`config.mk`:
```
export PLATFORM = sky130hd
export DESIGN_NAME = hba_front
export DESIGN_NICKNAME = d
export VERILOG_FILES = /design/src/hba_pkg.sv /design/src/hba_front.sv
export SDC_FILE = /design/constraint.sdc
export NUM_CORES = 1
export LEC_CHECK = 0
export BUFFER_PORTS_ARGS = -buffer_cell sky130_fd_sc_hd__buf_4
export CORE_MARGIN = 2
export CORE_UTILIZATION = 50
export DETAILED_ROUTE_END_ITERATION = 10
export GPL_TIMING_DRIVEN = 0
export PLACE_DENSITY = 0.76
export SYNTH_ARGS = -nofsm -noshare
export SYNTH_HDL_FRONTEND = slang
export SYNTH_SLANG_ARGS = --single-unit
export TNS_END_PERCENT = 5
```
`constraint.sdc`:
```
create_clock -name clock -period 1.61 [get_ports clock]
set_input_delay 0.2415 -clock clock [delete_from_list [all_inputs] [get_ports clock]]
set_output_delay 0.2415 -clock clock [all_outputs]
set_load 0.05 [all_outputs]
```
`src/hba_pkg.sv`:
```
// ----------------------------------------------------------------------------
// Bitmap ID allocator package
// Tree geometry, word types, command and status codes, and helpers that
// locate a tree node and pick bits out of a byte.
// ----------------------------------------------------------------------------
`timescale 1ns / 1ps

package hba_pkg;

   // Tree geometry.
   localparam int LEVELS     = 4;
   localparam int ID_W       = 3 * LEVELS;
   localparam int STORE_SIZE = ((8 ** LEVELS) - 1) / 7;
   localparam int ADDR_W     = $clog2(STORE_SIZE);
   localparam int LVL_W      = (LEVELS > 1) ? $clog2(LEVELS) : 1;

   // Port field widths.
   localparam int REQ_ID_W = 12;
   localparam int STATUS_W = 2;

   // Request actions.
   localparam logic ACTION_ALLOC = 1'b0;
   localparam logic ACTION_FREE  = 1'b1;

   // Result status codes.
   localparam logic [STATUS_W-1:0] STATUS_OK    = 2'd0;
   localparam logic [STATUS_W-1:0] STATUS_FULL  = 2'd1;
   localparam logic [STATUS_W-1:0] STATUS_RANGE = 2'd2;

   // Command kinds handed from the front end to the engine.
   localparam logic [1:0] CMD_ALLOC  = 2'd0;
   localparam logic [1:0] CMD_FREE   = 2'd1;
   localparam logic [1:0] CMD_REJECT = 2'd2;

   typedef struct packed {
      logic                action;
      logic [REQ_ID_W-1:0] free_id;
   } req_type;

   typedef struct packed {
      logic [REQ_ID_W-1:0] given_id;
      logic [STATUS_W-1:0] status;
   } rsp_type;

   typedef struct packed {
      logic [1:0]      kind;
      logic [ID_W-1:0] id;
   } cmd_type;

   // Head of the command queue as seen by the engine.
   typedef struct packed {
      logic    valid;
      cmd_type cmd;
   } queue_head_type;

   // Engine feedback to the front end.
   typedef struct packed {
      logic pop;
      logic clearing;
   } engine_status_type;

   // Position of the first clear bit, MSB first; 8 when the byte is full.
   function automatic logic [3:0] first_clear(input logic [7:0] b);
      logic [3:0] pos;
      pos = 4'd8;
      for (int i = 7; i >= 0; i--) begin
         if (!b[7-i]) begin
            pos = 4'(i);
         end
      end
      return pos;
   endfunction

   // Store address of the node on the path of id at the given level.
   function automatic logic [ADDR_W-1:0] node_addr(input logic [ID_W-1:0] id,
                                                   input logic [LVL_W-1:0] lvl);
      logic [ADDR_W-1:0] off;
      logic [ID_W-1:0]   node;
      off  = '0;
      node = '0;
      for (int i = 0; i < LEVELS; i++) begin
         if (LVL_W'(i) == lvl) begin
            node = id >> (3 * (LEVELS - i));
         end
         if (LVL_W'(i) < lvl) begin
            off = ADDR_W'({off, 3'b000}) + ADDR_W'(1);
         end
      end
      return off + ADDR_W'(node);
   endfunction

   // Child digit of id below the node at the given level.
   function automatic logic [2:0] digit_of(input logic [ID_W-1:0] id,
                                           input logic [LVL_W-1:0] lvl);
      logic [2:0] dig;
      dig = '0;
      for (int i = 0; i < LEVELS; i++) begin
         if (LVL_W'(i) == lvl) begin
            dig = 3'(id >> (3 * (LEVELS - 1 - i)));
         end
      end
      return dig;
   endfunction

   // Insert a digit into id at the given level.
   function automatic logic [ID_W-1:0] place_digit(input logic [ID_W-1:0] id,
                                                   input logic [LVL_W-1:0] lvl,
                                                   input logic [2:0] dig);
      logic [ID_W-1:0] res;
      res = id;
      for (int i = 0; i < LEVELS; i++) begin
         if (LVL_W'(i) == lvl) begin
            res = id | (ID_W'(dig) << (3 * (LEVELS - 1 - i)));
         end
      end
      return res;
   endfunction

endpackage

```
`src/hba_front.sv`:
```
// ----------------------------------------------------------------------------
// Allocator front end
// Accepts request words, classifies them into commands and holds them in a
// two-entry queue for the engine.
// ----------------------------------------------------------------------------
`timescale 1ns / 1ps

module hba_front (
   input  logic                       clock,
   input  logic                       reset,
   input  logic                       start,
   output logic                       busy,
   input  hba_pkg::req_type           req_data,
   input  hba_pkg::engine_status_type eng_status,
   output hba_pkg::queue_head_type    head
);
   import hba_pkg::*;

   cmd_type    queue_ff [2];
   logic       wr_ptr_ff, wr_ptr_in;
   logic       rd_ptr_ff, rd_ptr_in;
   logic [1:0] count_ff, count_in;
   logic       push;
   logic       out_of_range;
   cmd_type    new_cmd;

   // Hold off requests while the queue is full or the store is clearing.
   assign busy = (count_ff == 2'd2) || eng_status.clearing;
   assign push = start && !busy;

   // Classify the request word.
   always_comb begin
      out_of_range = (REQ_ID_W'(req_data.free_id >> ID_W) != '0);
      new_cmd.id   = ID_W'(req_data.free_id);
      priority if (req_data.action == ACTION_ALLOC) begin
         new_cmd.kind = CMD_ALLOC;
         new_cmd.id   = '0;
      end else if (out_of_range) begin
         new_cmd.kind = CMD_REJECT;
      end else begin
         new_cmd.kind = CMD_FREE;
      end
   end

   // Queue pointers and fill count.
   always_comb begin
      wr_ptr_in = wr_ptr_ff ^ push;
      rd_ptr_in = rd_ptr_ff ^ eng_status.pop;
      count_in  = count_ff + 2'(push) - 2'(eng_status.pop);
   end

   always_ff @(posedge clock) begin
      if (reset) begin
         wr_ptr_ff <= 1'b0;
         rd_ptr_ff <= 1'b0;
         count_ff  <= 2'd0;
      end else begin
         wr_ptr_ff <= wr_ptr_in;
         rd_ptr_ff <= rd_ptr_in;
         count_ff  <= count_in;
      end
   end

   // Queue storage.
   always_ff @(posedge clock) begin
      if (push) begin
         queue_ff[wr_ptr_ff] <= new_cmd;
      end
   end

   assign head.valid = (count_ff != 2'd0);
   assign head.cmd   = queue_ff[rd_ptr_ff];

endmodule

```
==> summary.md <==
| Metric | Value |
|---|---|
| Status | `complete, no violations` |
| Gate Count Post-Synth | `77` |
| CTS sink count | `30` |
| Pre-CTS setup slack | `8.24 ps` |
| Top Family by Delay on Critical Path | `flip-flops` |
| Setup violators final | `0` |
| Hold Startpoint | `reset` |
| Die H | `54.0 um` |
| Vias | `741` |
| Final core utilization | `70.5%` |
| R2R Path Start | `count_ff[1]$_SDFF_PP0_` |
| Routed Antenna Nets | `0` |
| Routed vias/inst | `4.94` |
| Die Span X | `54.0 um` |
| Crit-path max FO | `6` |
| Buffers on Ports | `32` |
| MaxCap Viol Count | `0` |
| Pins Over Slew Limit | `0` |
| Final hold viol count | `0` |
| Layout area overhead | `37.0%` |
| Min-delay worst type | `in -> reg` |
| Worst setup SP type | `flop` |
| Largest net degree at the start of global routing | `14` |
| Residual DRC count | `0` |
| Die ar. | `2920 sq um` |
| Most instantiated cells after synthesis | `edfxtp_1 (26), mux2_2 (13), and2_1 (12)` |
| R2R cell count | `7` |
| Final worst path period share | `98.8%` |
| DRT iter0 DRCs | `5` |
| Worst-case clock buffer depth | `2` |
| FMAX | `629 MHz` |
| Worst hold endpoint | `wr_ptr_ff$_SDFF_PP0_` |
| Skew final | `6.97 ps` |
| Critical path class | `reg -> out` |
| Post-synth top flop | `edfxtp_1` |
| Unique cell type count in the Yosys netlist | `18` |
| CTS root buf | `clkbuf_4` |
| Vias in the first global route | `703` |
| Bufs and invs on worst path | `2` |
| YS warnings | `0` |
| Row cnt | `18` |
| DRT Wirelength | `2110 um` |
| PwrDens | `1130 nW/um^2` |
| Setup ws final | `19.9 ps` |
| RePlAce Congestion | `0.647` |
| Synth Area per Inst | `16.2 sq um` |
| Initial antenna violation count | `0` |
| Clk slew on worst S/H paths | `90 ps` |
| Seq cells post-synth | `30` |
| I/O pins | `34` |
| Synth top area share | `62.4%` |
| CTS buffer count | `5` |
| Initial Utilization | `51.4%` |
| Worst-skew pair later-pin latency | `320 ps` |
| Static Leak | `0.703 nW` |
| Post-synth top area cell | `edfxtp_1` |
| Ant. Diodes | `0` |
| Core Area | `2430 sq um` |
| WP data required | `1370 ps` |
| Synth async-reset ratio | `0%` |
| WHS Path Cells | `2` |
| Setup slack, reg-to-reg | `140 ps` |
| NumNets Final | `141` |
| Fill cells | `179` |
| Setup TNS | `0 ps` |
| Hold-fix buffers, CTS | `0` |
| Final HPWL DP | `1410 um` |
| Overflow after GRT | `0` |
| Post-Syn Area | `1250 sq um` |
| CP peak stage delay | `410 ps` |
| Synth top area cells | `edfxtp_1 (62%), mux2_2 (12%), dfxtp_1 (6.4%), and2_1 (6.0%), ha_1 (4.0%)` |
| Sequential-to-total area share from yosys stat | `68.8%` |
| Worst r2r dst | `count_ff[1]$_SDFF_PP0_` |
| Htree depth | `2` |
| CTS tree | `yes` |
| Drt pass-1 iters | `6` |
| Syn_nets | `99` |
| First-pass GRT wire length | `3010 um` |
| Count leader, synth | `edfxtp_1` |
| Min Tclk post-route | `1590 ps` |
| DR WL/cell | `14.0 um` |
| GR Util All Layers | `15.9%` |
| Worst path slowest cell | `dfxtp_4` |
| Share of layout cells above drive strength 1 | `50.8%` |
| Arr. time, crit path | `1350 ps` |
| CP cell instances | `clkbuf_16, mux2_4, buf_8` |
| Peak VDD IR | `0.880 mV` |
| Post-synth EDFFs | `26` |
| Nature of the critical path endpoint | `output port` |
| RSZ-0062 raised after global routing | `yes` |
-- flip-flops by register name, indices dropped and copies added (netlist names) --
name and cells:
queue_ff 26, count_ff 2, rd_ptr_ff 1, wr_ptr_ff 1
-- timing repair --
action / CTS / global route
hold endpoints to repair: 0 / 0
endpoints found under the setup margin: 12 / 19
cloned: 0 / 1
setup buffers: 0 / 2
gates resized for setup: 13 / 11
-- final cells by class --
class | instances | area [sq um] | area share, %
Sequential cell | 30 | 865 | 50.4
Multi-Input combinational cell | 40 | 373 | 21.8
Timing Repair Buffer | 35 | 333 | 19.4
Clock buffer | 7 | 55.1 | 3.21
Tap cell | 30 | 37.5 | 2.19
Buffer | 3 | 31.3 | 1.82
Inverter | 4 | 15.0 | 0.876
Clock inverter | 1 | 5.00 | 0.292
-- power by group --
group	switching, mW	total (mW)	internal, mW
Sequential	0.0284	0.934	0.906
Combinational	0.302	0.547	0.245
Clock	0.239	0.450	0.211
-- kinds of logic (layout without fill, tap and decap cells) --
group | count (synthesis) | in the layout | synth area share, %
DFF | 30 | 30 | 68.8
and+or+nand+nor | 17 | 17 | 7.90
muxes | 13 | 13 | 11.7
buffers and inverters | 7 | 50 | 3.00
adders and majority gates | 4 | 4 | 4.00
AOI/OAI and AO/OA | 3 | 3 | 1.80
xor gates and xnor gates | 2 | 2 | 2.50
other | 1 | 1 | 0.300
-- worst max path at each step --
stage | startpoint | endpoint | slack [ps] | depth (start not counted)
global route | rd_ptr_ff$_SDFF_PP0_ | head[9] | -30 | 3
finish | rd_ptr_ff$_SDFF_PP0_ | head[9] | 20 | 3
floorplan | count_ff[1]$_SDFF_PP0_ | busy | 270 | 2
CTS | rd_ptr_ff$_SDFF_PP0_ | head[10] | -30 | 3
detailed placement | eng_status[0] | queue_ff[1][8]$_DFFE_PP_ | 8 | 4
global placement | eng_status[0] | queue_ff[0][8]$_DFFE_PP_ | 80 | 4
-- metal layers --
layer	up-vias	part of all wire (%)	wire (um)	GRT usage [%]
li1	359	-	-	-
met2	22	52	1100	27.6
met3	3	5.7	119	7.50
met4	0	1.8	38	7.50
met1	357	40	843	16.0
met5	-	0	0	0
-- worst reg2reg max path, cell delays in order, from the launching register on --
cell      delay (ps)
dfxtp_1          370
inv_1             90
o211ai_1         200
ha_1             260
inv_1             60
ha_1             150
xnor3_1          210
nor2_1            80
-- metrics by stage --
| stage | area [sq um] | power (mW) | cells | hold WS, ps |
|---|---|---|---|---|
| after detailed placement | 1530 | 1.43 | 139 | 437 |
| after floorplan | 1250 | 1.29 | 77 | 308 |
| after CTS | 1630 | 1.90 | 147 | 76.8 |
| after global routing | 1710 | 2.03 | 150 | 73.3 |
| after global placement | 1530 | 1.42 | 139 | 434 |
| final | 1710 | 1.93 | 150 | 96.1 |
-- cell usage in the layout (no fill, tap or decap) --
master,netlist,routed
xnor3_1,1,1
dfxtp_1,4,3
clkbuf_16,0,1
nor2_1,3,3
and2_1,12,12
ha_2,0,2
edfxtp_1,26,26
clkbuf_1,1,2
clkbuf_4,0,5
conb_1,1,1
inv_1,4,4
buf_6,1,6
o211ai_1,1,1
o21ai_1,0,1
clkinv_2,0,1
clkbuf_8,0,1
nor2b_1,1,1
o211a_1,1,1
buf_4,1,25
dfxtp_4,0,1
buf_12,0,1
or2_2,1,1
mux2_4,0,4
ha_1,4,2
xnor2_1,1,1
buf_8,0,4
mux2_2,13,9
Note: power is estimated with default switching activity, not from simulation.
